===== config.mk =====
export PLATFORM = sky130hd
export DESIGN_NAME = csafe_command_frame_builder_core_flat
export DESIGN_NICKNAME = d
export VERILOG_FILES = /design/src/design/cfb_pkg.sv /design/src/design/cfb_req_if.sv /design/src/design/cfb_rsp_if.sv /design/src/design/csafe_command_frame_builder_core.sv /design/src/flat_wrapper.sv
export SDC_FILE = /design/constraint.sdc
export NUM_CORES = 1
export LEC_CHECK = 0
export BUFFER_PORTS_ARGS = -buffer_cell sky130_fd_sc_hd__buf_2
export CORE_MARGIN = 3
export CORE_UTILIZATION = 40
export DETAILED_ROUTE_END_ITERATION = 10
export PLACE_DENSITY = 0.7
export SYNTH_ARGS = -nofsm -noshare
export SYNTH_HDL_FRONTEND = slang
export SYNTH_SLANG_ARGS = --single-unit

===== constraint.sdc =====
create_clock -name clock -period 9.35 [get_ports clock]
set_clock_uncertainty 0.05 [all_clocks]
set_input_delay 1.87 -clock clock [delete_from_list [all_inputs] [get_ports clock]]
set_output_delay 1.87 -clock clock [all_outputs]
set_load 0.05 [all_outputs]

===== src/design/cfb_pkg.sv =====
// ----------------------------------------------------------------------------
// cfb_pkg
// Shared constants, types and the command class table for the standard
// frame builder.
// ----------------------------------------------------------------------------
package cfb_pkg;

   localparam int unsigned BYTE_W    = 8;
   localparam int unsigned NUM_ARGS  = 5;
   localparam int unsigned CNT_W     = 3;   // holds an argument count of 0..5
   localparam int unsigned POS_W     = 4;   // holds a frame position of 0..8
   localparam int unsigned ARG_SEL_W = 3;

   typedef logic [BYTE_W-1:0]                byte_type;
   typedef logic [NUM_ARGS-1:0][BYTE_W-1:0]  args_type;
   typedef logic [CNT_W-1:0]                 count_type;
   typedef logic [POS_W-1:0]                 pos_type;
   typedef logic [ARG_SEL_W-1:0]             arg_sel_type;

   localparam byte_type FRAME_START      = 8'hF1;
   localparam byte_type FRAME_STOP       = 8'hF2;
   localparam byte_type OP_EMPTY         = 8'h00;
   localparam byte_type OP_SET_USER_INFO = 8'h2B;

   // Number of argument bytes that follow a command, by command class.
   function automatic count_type arg_count(input byte_type op);
      count_type n;
      begin
         case (op)
            8'h01, 8'h04, 8'h05, 8'h10, 8'h13, 8'h29,
            8'h2D, 8'h30, 8'h36, 8'h42, 8'h43, 8'h44: n = 3'd1;
            8'h23, 8'h24, 8'h33, 8'h35, 8'h40, 8'h41: n = 3'd2;
            8'h11, 8'h12, 8'h20, 8'h21, 8'h22, 8'h25,
            8'h28, 8'h2C, 8'h34:                      n = 3'd3;
            OP_SET_USER_INFO:                         n = 3'd5;
            default:                                  n = 3'd0;
         endcase
         return n;
      end
   endfunction

endpackage


===== src/design/cfb_req_if.sv =====
// ----------------------------------------------------------------------------
// cfb_req_if
// Command channel: one command byte and five argument bytes per item.
// ----------------------------------------------------------------------------
interface cfb_req_if;
   logic              valid;
   logic              ready;
   cfb_pkg::byte_type opcode;
   cfb_pkg::byte_type arg0;
   cfb_pkg::byte_type arg1;
   cfb_pkg::byte_type arg2;
   cfb_pkg::byte_type arg3;
   cfb_pkg::byte_type arg4;

   modport source (output valid, output opcode, output arg0, output arg1,
                   output arg2, output arg3, output arg4, input ready);
   modport sink   (input valid, input opcode, input arg0, input arg1,
                   input arg2, input arg3, input arg4, output ready);
endinterface


===== src/design/cfb_rsp_if.sv =====
// ----------------------------------------------------------------------------
// cfb_rsp_if
// Frame channel: one frame byte per item, flagged on the closing byte.
// ----------------------------------------------------------------------------
interface cfb_rsp_if;
   logic              valid;
   logic              ready;
   cfb_pkg::byte_type frame_byte;
   logic              last_byte;

   modport source (output valid, output frame_byte, output last_byte, input ready);
   modport sink   (input valid, input frame_byte, input last_byte, output ready);
endinterface


===== src/design/csafe_command_frame_builder_core.sv =====
// ----------------------------------------------------------------------------
// csafe_command_frame_builder_core
// Builds an unstuffed standard frame (start flag, command, arguments,
// XOR checksum, stop flag) and sends it one byte per item.
// ----------------------------------------------------------------------------
// A command's start flag reaches rsp via the frame and result registers.
// Throughput: one byte per cycle while rsp is ready, set by the one-byte
// result channel; a frame has 3 to 9 bytes (2 + arguments + checksum + 1).
// The next command is taken on the cycle its predecessor's stop flag leaves
// the frame register, so frames run back to back without gaps.
// Reset clears the valid flags and the byte position; no payload is reset.
module csafe_command_frame_builder_core (
   input  logic      clock,
   input  logic      reset,
   cfb_req_if.sink   req_if,
   cfb_rsp_if.source rsp_if
);

   // Frame register: the command being sent.
   logic                 item_valid_ff, item_valid_in;
   cfb_pkg::byte_type    op_ff, op_in;
   cfb_pkg::args_type    args_ff, args_in;
   cfb_pkg::byte_type    chk_ff, chk_in;
   cfb_pkg::pos_type     stop_pos_ff, stop_pos_in;
   cfb_pkg::pos_type     pos_ff, pos_in;

   // Result register.
   logic                 rsp_valid_ff, rsp_valid_in;
   cfb_pkg::byte_type    rsp_byte_ff, rsp_byte_in;
   logic                 rsp_last_ff, rsp_last_in;

   logic                 load_item;
   logic                 advance;
   logic                 at_stop;
   logic                 has_chk;
   cfb_pkg::count_type   req_cnt;
   cfb_pkg::arg_sel_type arg_sel;
   cfb_pkg::pos_type     arg_pos;
   cfb_pkg::byte_type    sel_arg;
   cfb_pkg::byte_type    cur_byte;

   assign advance   = item_valid_ff && (!rsp_valid_ff || rsp_if.ready);
   assign at_stop   = (pos_ff == stop_pos_ff);
   assign req_if.ready = !item_valid_ff || (advance && at_stop);
   assign load_item = req_if.valid && req_if.ready;

   // Load side: argument count, stop position and checksum.
   always_comb begin
      args_in = {req_if.arg4, req_if.arg3, req_if.arg2, req_if.arg1, req_if.arg0};
      op_in   = req_if.opcode;
      req_cnt = cfb_pkg::arg_count(req_if.opcode);
      chk_in  = req_if.opcode;
      for (int i = 0; i < cfb_pkg::NUM_ARGS; i++) begin
         if (cfb_pkg::count_type'(i) < req_cnt) begin
            chk_in = chk_in ^ args_in[i];
         end
      end
      stop_pos_in = cfb_pkg::pos_type'(2) + {1'b0, req_cnt}
                  + {3'b000, (req_if.opcode != cfb_pkg::OP_EMPTY)};
   end

   // Byte select for the current frame position.
   always_comb begin
      has_chk = (op_ff != cfb_pkg::OP_EMPTY);
      arg_pos = pos_ff - cfb_pkg::pos_type'(2);
      arg_sel = arg_pos[cfb_pkg::ARG_SEL_W-1:0];
      unique case (arg_sel)
         3'd0:    sel_arg = args_ff[0];
         3'd1:    sel_arg = args_ff[1];
         3'd2:    sel_arg = args_ff[2];
         3'd3:    sel_arg = args_ff[3];
         3'd4:    sel_arg = args_ff[4];
         default: sel_arg = args_ff[0];
      endcase
      priority if (pos_ff == cfb_pkg::pos_type'(0)) begin
         cur_byte = cfb_pkg::FRAME_START;
      end else if (pos_ff == cfb_pkg::pos_type'(1)) begin
         cur_byte = op_ff;
      end else if (at_stop) begin
         cur_byte = cfb_pkg::FRAME_STOP;
      end else if (has_chk && (pos_ff == stop_pos_ff - cfb_pkg::pos_type'(1))) begin
         cur_byte = chk_ff;
      end else begin
         cur_byte = sel_arg;
      end
   end

   // Next-state logic for the frame and result registers.
   always_comb begin
      item_valid_in = item_valid_ff;
      pos_in        = pos_ff;
      rsp_valid_in  = rsp_valid_ff;
      rsp_byte_in   = rsp_byte_ff;
      rsp_last_in   = rsp_last_ff;
      if (rsp_valid_ff && rsp_if.ready) begin
         rsp_valid_in = 1'b0;
      end
      if (advance) begin
         rsp_valid_in = 1'b1;
         rsp_byte_in  = cur_byte;
         rsp_last_in  = at_stop;
         pos_in       = pos_ff + cfb_pkg::pos_type'(1);
         if (at_stop) begin
            item_valid_in = 1'b0;
         end
      end
      if (load_item) begin
         item_valid_in = 1'b1;
         pos_in        = '0;
      end
   end

   always_ff @(posedge clock) begin
      if (reset) begin
         item_valid_ff <= 1'b0;
         rsp_valid_ff  <= 1'b0;
         pos_ff        <= '0;
      end else begin
         item_valid_ff <= item_valid_in;
         rsp_valid_ff  <= rsp_valid_in;
         pos_ff        <= pos_in;
      end
   end

   always_ff @(posedge clock) begin
      if (load_item) begin
         op_ff       <= op_in;
         args_ff     <= args_in;
         chk_ff      <= chk_in;
         stop_pos_ff <= stop_pos_in;
      end
      rsp_byte_ff <= rsp_byte_in;
      rsp_last_ff <= rsp_last_in;
   end

   assign rsp_if.valid      = rsp_valid_ff;
   assign rsp_if.frame_byte = rsp_byte_ff;
   assign rsp_if.last_byte  = rsp_last_ff;

endmodule


===== src/flat_wrapper.sv =====
// flat-port wrapper written by rule: the top's interface ports become plain ports
module csafe_command_frame_builder_core_flat 
  (clock, reset, req_if_valid, req_if_opcode, req_if_arg0, req_if_arg1, req_if_arg2, req_if_arg3, req_if_arg4, req_if_ready, rsp_if_valid, rsp_if_frame_byte, rsp_if_last_byte, rsp_if_ready);
  cfb_req_if req_if_i ();
  cfb_rsp_if rsp_if_i ();
  input  logic clock;
  input  logic reset;
  input wire logic [$bits(req_if_i.valid)-1:0] req_if_valid;
  input wire logic [$bits(req_if_i.opcode)-1:0] req_if_opcode;
  input wire logic [$bits(req_if_i.arg0)-1:0] req_if_arg0;
  input wire logic [$bits(req_if_i.arg1)-1:0] req_if_arg1;
  input wire logic [$bits(req_if_i.arg2)-1:0] req_if_arg2;
  input wire logic [$bits(req_if_i.arg3)-1:0] req_if_arg3;
  input wire logic [$bits(req_if_i.arg4)-1:0] req_if_arg4;
  output wire logic [$bits(req_if_i.ready)-1:0] req_if_ready;
  output wire logic [$bits(rsp_if_i.valid)-1:0] rsp_if_valid;
  output wire logic [$bits(rsp_if_i.frame_byte)-1:0] rsp_if_frame_byte;
  output wire logic [$bits(rsp_if_i.last_byte)-1:0] rsp_if_last_byte;
  input wire logic [$bits(rsp_if_i.ready)-1:0] rsp_if_ready;
  assign req_if_i.valid = req_if_valid;
  assign req_if_i.opcode = req_if_opcode;
  assign req_if_i.arg0 = req_if_arg0;
  assign req_if_i.arg1 = req_if_arg1;
  assign req_if_i.arg2 = req_if_arg2;
  assign req_if_i.arg3 = req_if_arg3;
  assign req_if_i.arg4 = req_if_arg4;
  assign req_if_ready = req_if_i.ready;
  assign rsp_if_valid = rsp_if_i.valid;
  assign rsp_if_frame_byte = rsp_if_i.frame_byte;
  assign rsp_if_last_byte = rsp_if_i.last_byte;
  assign rsp_if_i.ready = rsp_if_ready;
  csafe_command_frame_builder_core u_core (.clock(clock), .reset(reset), .req_if(req_if_i), .rsp_if(rsp_if_i));
endmodule

==> results of run 1 <==
## cell families (layout without fill, tap and decap cells)
| kind of cell | after synthesis | after routing | synth area share (%) |
|---|---|---|---|
| fa+ha+maj | 12 | 12 | 3.66 |
| compound gates | 85 | 85 | 15.8 |
| xor+xnor | 45 | 45 | 9.94 |
| simple gates | 83 | 83 | 10.8 |
| mux | 10 | 10 | 2.53 |
| buf+inv | 33 | 95 | 3.81 |
| flops | 75 | 75 | 53.4 |
## layer usage
layer | up-vias | global-route usage, % | share of wire [%]
met4 | 0 | 7.12 | 2.1
met5 | - | 0 | 0
met3 | 15 | 3.96 | 7.6
li1 | 1415 | - | -
met1 | 1442 | 24.0 | 42
met2 | 125 | 29.5 | 48
## worst max-delay path: cells and delay by family
family        cells  cell delay (ns)
simple gates      3             0.32
buf+inv           2             0.33
## layout make-up
class / count / area (um2)
Fill cell: 924 / 5210
Clock inverter: 5 / 30.0
Timing Repair Buffer: 64 / 325
Inverter: 15 / 56.3
Clock buffer: 11 / 131
Multi-Input combinational cell: 235 / 1760
Sequential cell: 75 / 2190
Tap cell: 133 / 166
## placed cells by master (no fill, tap or decap), types with 2 or more instances in the layout
cell type | synthesis | routed
edfxtp_1 | 69 | 69
buf_2 | 5 | 62
xor2_1 | 23 | 23
a21oi_1 | 23 | 23
xnor2_1 | 21 | 21
nor2_1 | 19 | 19
nand2_1 | 18 | 18
inv_1 | 14 | 14
ha_1 | 12 | 12
nor2b_1 | 10 | 10
o31ai_1 | 9 | 9
clkbuf_8 | 0 | 9
a222oi_1 | 8 | 8
mux2i_1 | 7 | 7
a22oi_1 | 7 | 7
nand2b_1 | 6 | 6
o21ai_0 | 6 | 6
a221o_1 | 6 | 6
dfxtp_1 | 6 | 6
and2_1 | 6 | 5
nor4_1 | 5 | 5
nand3_1 | 4 | 4
a211oi_1 | 4 | 4
o22ai_1 | 4 | 4
nor3_1 | 3 | 3
mux2_2 | 3 | 3
a221oi_1 | 2 | 2
a2bb2oi_1 | 2 | 2
clkbuf_1 | 8 | 2
clkinv_4 | 0 | 2
clkinv_1 | 0 | 2
buf_4 | 3 | 2
## power by group
group | internal [W] | switching, W | total (W)
Clock | 0.0000951 | 0.000116 | 0.000211
Combinational | 0.0000477 | 0.0000763 | 0.000124
Sequential | 0.000391 | 0.00000746 | 0.000399
## through the flow
step,setup slack [ns],cells
after floorplan,4.85,343
after global placement,4.67,522
after detailed placement,4.69,522
after CTS,4.91,538
after global routing,4.85,538
final,4.91,538
## sequential cells by signal, summed over array words and instances, names as in the netlist
| register | flops |
|---|---|
| u_core.rsp_if.valid | 1 |
| u_core.op_ff | 8 |
| u_core.args_ff | 40 |
| u_core.pos_ff | 4 |
| u_core.stop_pos_ff | 4 |
| u_core.chk_ff | 8 |
| u_core.item_valid_ff | 1 |
| u_core.rsp_if.frame_byte | 8 |
| u_core.rsp_if.last_byte | 1 |
## worst min path at each step
stage,from,endpoint,slack [ns],cells past startpoint
final,u_core.item_valid_ff,u_core.rsp_if.valid,0.42,2
after global routing,u_core.item_valid_ff,u_core.rsp_if.valid,0.44,2
after CTS,u_core.item_valid_ff,u_core.rsp_if.valid,0.42,2
after detailed placement,u_core.item_valid_ff,u_core.rsp_if.valid,0.41,2
after global placement,u_core.item_valid_ff,u_core.rsp_if.valid,0.40,2
after floorplan,u_core.item_valid_ff,u_core.rsp_if.valid,0.39,2
==> out/results.tsv, run 1 <==
metric	value	unit
outcome	finished clean	
avgSynthCellArea	12.0	um2
antenna_found_initial	0	
io-pin-count	63	
fmax	225	MHz
ir_worst_vdd	0.0565	mV
syn2layout_area_growth	13.5	%
cpMaxStageDelayCell	buf_2	
clock_latency	0.35	ns
async_reset_ff_share	0	%
reg2reg_to	u_core.rsp_if.frame_byte[4]	
total_power	0.000734	W
synth_area	4100	um2
initial_core_util	41.6	%
globalplace.congestion	0.871	
crit_fanout	3	
synth_largest_area_cell	edfxtp_1	
yosys.cell_types.count	58	
layout_min_cycle_time	4.44	ns
dieArea	11500	um2
ys_top_cells_by_area	edfxtp_1 51%, xor2_1 4.9%, xnor2_1 4.5%	
clk_pin_slew	0.08	ns
reg2reg_slack	6.32	ns
htreeDepth	3	
power.leakage	1.75	nW
wl	10100	um
die-width	107	um
n_antenna_cell	0	
hp-class	flip-flop to flip-flop	
setup_tns	0	ns
viasPerCell	5.57	
fin_nets	464	
grt_pass1_vias	2959	
worstMarginPinSlew	0.812	ns
yosys.cell_count.top_type	edfxtp_1	
synth_top_area_share	50.5	%
hold_buffers	0	
maxCapViolCount	0	
drv_slew	0	
clkSinkCount	75	
yosysSeqAreaShare	53.4	%
crit_required	7.43	ns
drc	0	
dpl_cell_area	4500	um2
synth_enable_flop_cells	69	
utilization	47.2	%
p_per_area	158	nW/um2
arrival	2.52	ns
die_h	107	um
wl_per_cell	18.8	um
slew_headroom	45.9	%
cts_resized	0	
cts_tree	done	
grt_first_pass_wirelength	15700	um
dr.first_iter.drc_count	235	
port_buffers	62	
rsz0062_at_grt	no	
cts-root-buf	clkbuf_8	
ys_ff_latch	75	
dr.pass1.iters	6	
synthFlopType	edfxtp_1	
cp-startpoint	rsp_if_ready	
post-cts-setup-buffers	0	
synthCells	343	
dp.final_hpwl	7410	um
timing.final.crit_share	47.5	%
syn_nets	407	
critical_path_class	input port to output port	
ys_top_cells_by_count	69 x edfxtp_1, 23 x a21oi_1, 23 x xor2_1	
drtAntennaViolNets	0	
endpoint	req_if_ready	
vias	2997	
drive_above_1_share	22.0	%
setup_viol	0	
grt_overflow	0	
grt_start_max_net_pins	62	
worstSetupEndpointType	output port	
finalHoldWorstSlack	0.419	ns
timing.rr.start	u_core.pos_ff[1]	
fin_area	4660	um2
synth-warning-count	0	
slowest_delay	0.26	ns
reg2reg_depth	7	
start_kind	input port	
grt_use_total	18.3	%
clockBufferDepth	2	
crit_chain	buf_2 > nand2b_1 > nand2_1 > nand2_1 > buf_2	
finalHoldViolCount	0	
cts_made_buffers	9	
core-area	9860	um2
std_cell_rows	36	
(Power assumes the default switching activity.)
==> run 2, diff against run 1 <==
ABC_AREA = 1   (was default)
PLACE_DENSITY = 0.72   (was 0.7)
clock period = 3.6 ns   (was 9.35 ns; I/O delays follow)
==> out/results.tsv, run 2 <==
metric	value	unit
clk_pin_slew	0.08	ns
setup_viol	0	
crit_fanout	20	
ys_top_cells_by_area	edfxtp_1 51%, nand2_1 13%, nand3_1 4.9%	
reg2reg_slack	1.12	ns
place_inst	642	
synth_area	4070	um2
route.met2.wl	4750	um
htreeDepth	3	
core-area	9820	um2
nFillCells	951	
yosys.cell_types.count	33	
n_antenna_cell	0	
slew_headroom	59.3	%
timing.final.crit_share	73.7	%
drtAntennaViolNets	0	
worstMarginPinSlew	0.608	ns
setup_tns	0	ns
grt_start_max_net_pins	62	
hp-class	flip-flop to flip-flop	
rsz0062_at_grt	no	
die-width	107	um
wl_met1	4000	um
std_cell_rows	36	
vias	3377	
reg2reg_depth	8	
ys_ff_latch	75	
dr.pass1.iters	5	
post-cts-setup-buffers	0	
wl	9600	um
cts_made_buffers	9	
synthFlopType	edfxtp_1	
synth-warning-count	0	
dr.first_iter.drc_count	301	
ys_top_cells_by_count	145 x nand2_1, 69 x edfxtp_1, 52 x inv_1	
fmax	377	MHz
viasPerCell	5.13	
ir_worst_vdd	0.246	mV
die_h	107	um
globalplace.congestion	0.940	
yosys.cell_count.top_type	nand2_1	
cts_tree	done	
critical_path_class	input port to flip-flop	
drive_above_1_share	18.1	%
cts_resized	0	
antenna_found_initial	0	
grt_first_pass_wirelength	15300	um
port_buffers	62	
worstSetupEndpointType	flip-flop	
timing.rr.start	u_core.stop_pos_ff[1]	
cts-root-buf	clkbuf_8	
dp.final_hpwl	7040	um
grt_pass1_vias	3235	
endpoint	u_core.chk_ff[6]	
fin_cells	658	
mostFrequentLayoutCells	145 x nand2_1, 69 x edfxtp_1, 62 x buf_2	
power.leakage	2.06	nW
io-pin-count	63	
initial_core_util	41.4	%
reg2reg_to	u_core.rsp_if.frame_byte[3]	
syn2layout_area_growth	16.8	%
wl_met3	632	um
p_per_area	424	nW/um2
synth_enable_flop_cells	69	
synth_top_area_share	50.9	%
clockBufferDepth	2	
outcome	finished clean	
layout_commonest_cell	nand2_1	
grt_use_total	17.4	%
yosysSeqAreaShare	53.9	%
clock_latency	0.35	ns
top_layer	met4	
syn_nets	515	
hold_buffers	0	
dieArea	11400	um2
maxCapViolCount	0	
finalHoldViolCount	0	
arrival	2.71	ns
synthCells	451	
grt_overflow	0	
regMostFlops	u_core.args_ff	
fin_nets	584	
layout_min_cycle_time	2.65	ns
crit_required	3.66	ns
wl_per_cell	14.6	um
largest_reg_flops	40	
async_reset_ff_share	0	%
start_kind	input port	
clkSinkCount	75	
cp-startpoint	req_if_opcode[0]	
avgSynthCellArea	9.02	um2
synth_largest_area_cell	edfxtp_1	
drv_slew	0	
drc	0	
[run 2: cell count changes in the layout (fill, tap and decap cells not counted), sizes merged, moves of 10 or more]
cell and change:
nand2 +132, inv +45, xnor2 -18, nor2b -10, nand3 +37, nand4 +16
[run 2: worst max-delay path, cell delays in order]
cell	delay (ns)
buf_2	0.12
inv_1	0.12
ha_1	0.30
nand3_1	0.07
nor2_1	0.10
nor2_1	0.05
nand2_1	0.08
nand2_2	0.07
nand2_2	0.33
inv_2	0.10
nand2_4	0.16
nand2_1	0.09
xor2_1	0.22
inv_1	0.06
nand2_1	0.05
nand2_1	0.05
[run 2: per-layer routing]
| metal | global-route usage (%) | up-vias |
|---|---|---|
| li1 | - | 1661 |
| met1 | 21.3 | 1571 |
| met2 | 29.4 | 122 |
| met3 | 4.82 | 23 |
| met4 | 6.39 | 0 |
| met5 | 0 | - |
[run 2: worst min path at each step]
stage / startpoint / end / slack, ns / depth (start not counted)
final: u_core.rsp_if.valid / u_core.rsp_if.valid / 0.46 / 2
after global routing: reset / u_core.rsp_if.valid / 0.48 / 2
after CTS: u_core.rsp_if.valid / u_core.rsp_if.valid / 0.47 / 2
after detailed placement: u_core.rsp_if.valid / u_core.rsp_if.valid / 0.46 / 2
after global placement: u_core.rsp_if.valid / u_core.rsp_if.valid / 0.44 / 2
after floorplan: u_core.item_valid_ff / u_core.rsp_if.valid / 0.45 / 2
[run 2: power by group]
| group | switching (W) | total (W) | internal [W] |
|---|---|---|---|
| Combinational | 0.000190 | 0.000277 | 0.0000869 |
| Clock | 0.000321 | 0.000697 | 0.000376 |
| Sequential | 0.0000192 | 0.00104 | 0.00102 |
[run 2: cells by family (layout without fill, tap and decap cells)]
| logic type | count (synthesis) | after routing | share of synthesized area (%) |
|---|---|---|---|
| AO/OA/AOI/OAI | 48 | 48 | 7.01 |
| XOR/XNOR | 18 | 18 | 3.87 |
| adder cells (fa/ha/maj) | 12 | 12 | 3.69 |
| buffers and inverters | 64 | 138 | 6.40 |
| flip-flops | 75 | 75 | 53.9 |
| AND/OR/NAND/NOR | 234 | 234 | 25.2 |
[run 2: area by class of cell]
type / instances / area, um2 / area share [%]
tap: 133 / 166 / 3.50
clock buffer: 12 / 199 / 4.19
inverter: 59 / 221 / 4.66
clock inverter: 4 / 25.0 / 0.527
sequential: 75 / 2190 / 46.1
timing repair buffer: 63 / 330 / 6.95
multi-input combinational: 312 / 1620 / 34.0
[run 2: stage by stage]
| step | total power, W | instance area, um2 | utilization, % | worst slack [ns] | hold slack, ns |
|---|---|---|---|---|---|
| final | 0.00201 | 4750 | 48.4 | 0.948 | 0.465 |
| after global routing | 0.00211 | 4750 | 48.4 | 0.749 | 0.481 |
| after CTS | 0.00203 | 4750 | 48.4 | 0.958 | 0.467 |
| after detailed placement | 0.00134 | 4530 | 46.1 | 0.593 | 0.456 |
| after global placement | 0.00133 | 4530 | 46.1 | 0.683 | 0.440 |
| after floorplan | 0.00124 | 4070 | - | 0.483 | 0.446 |
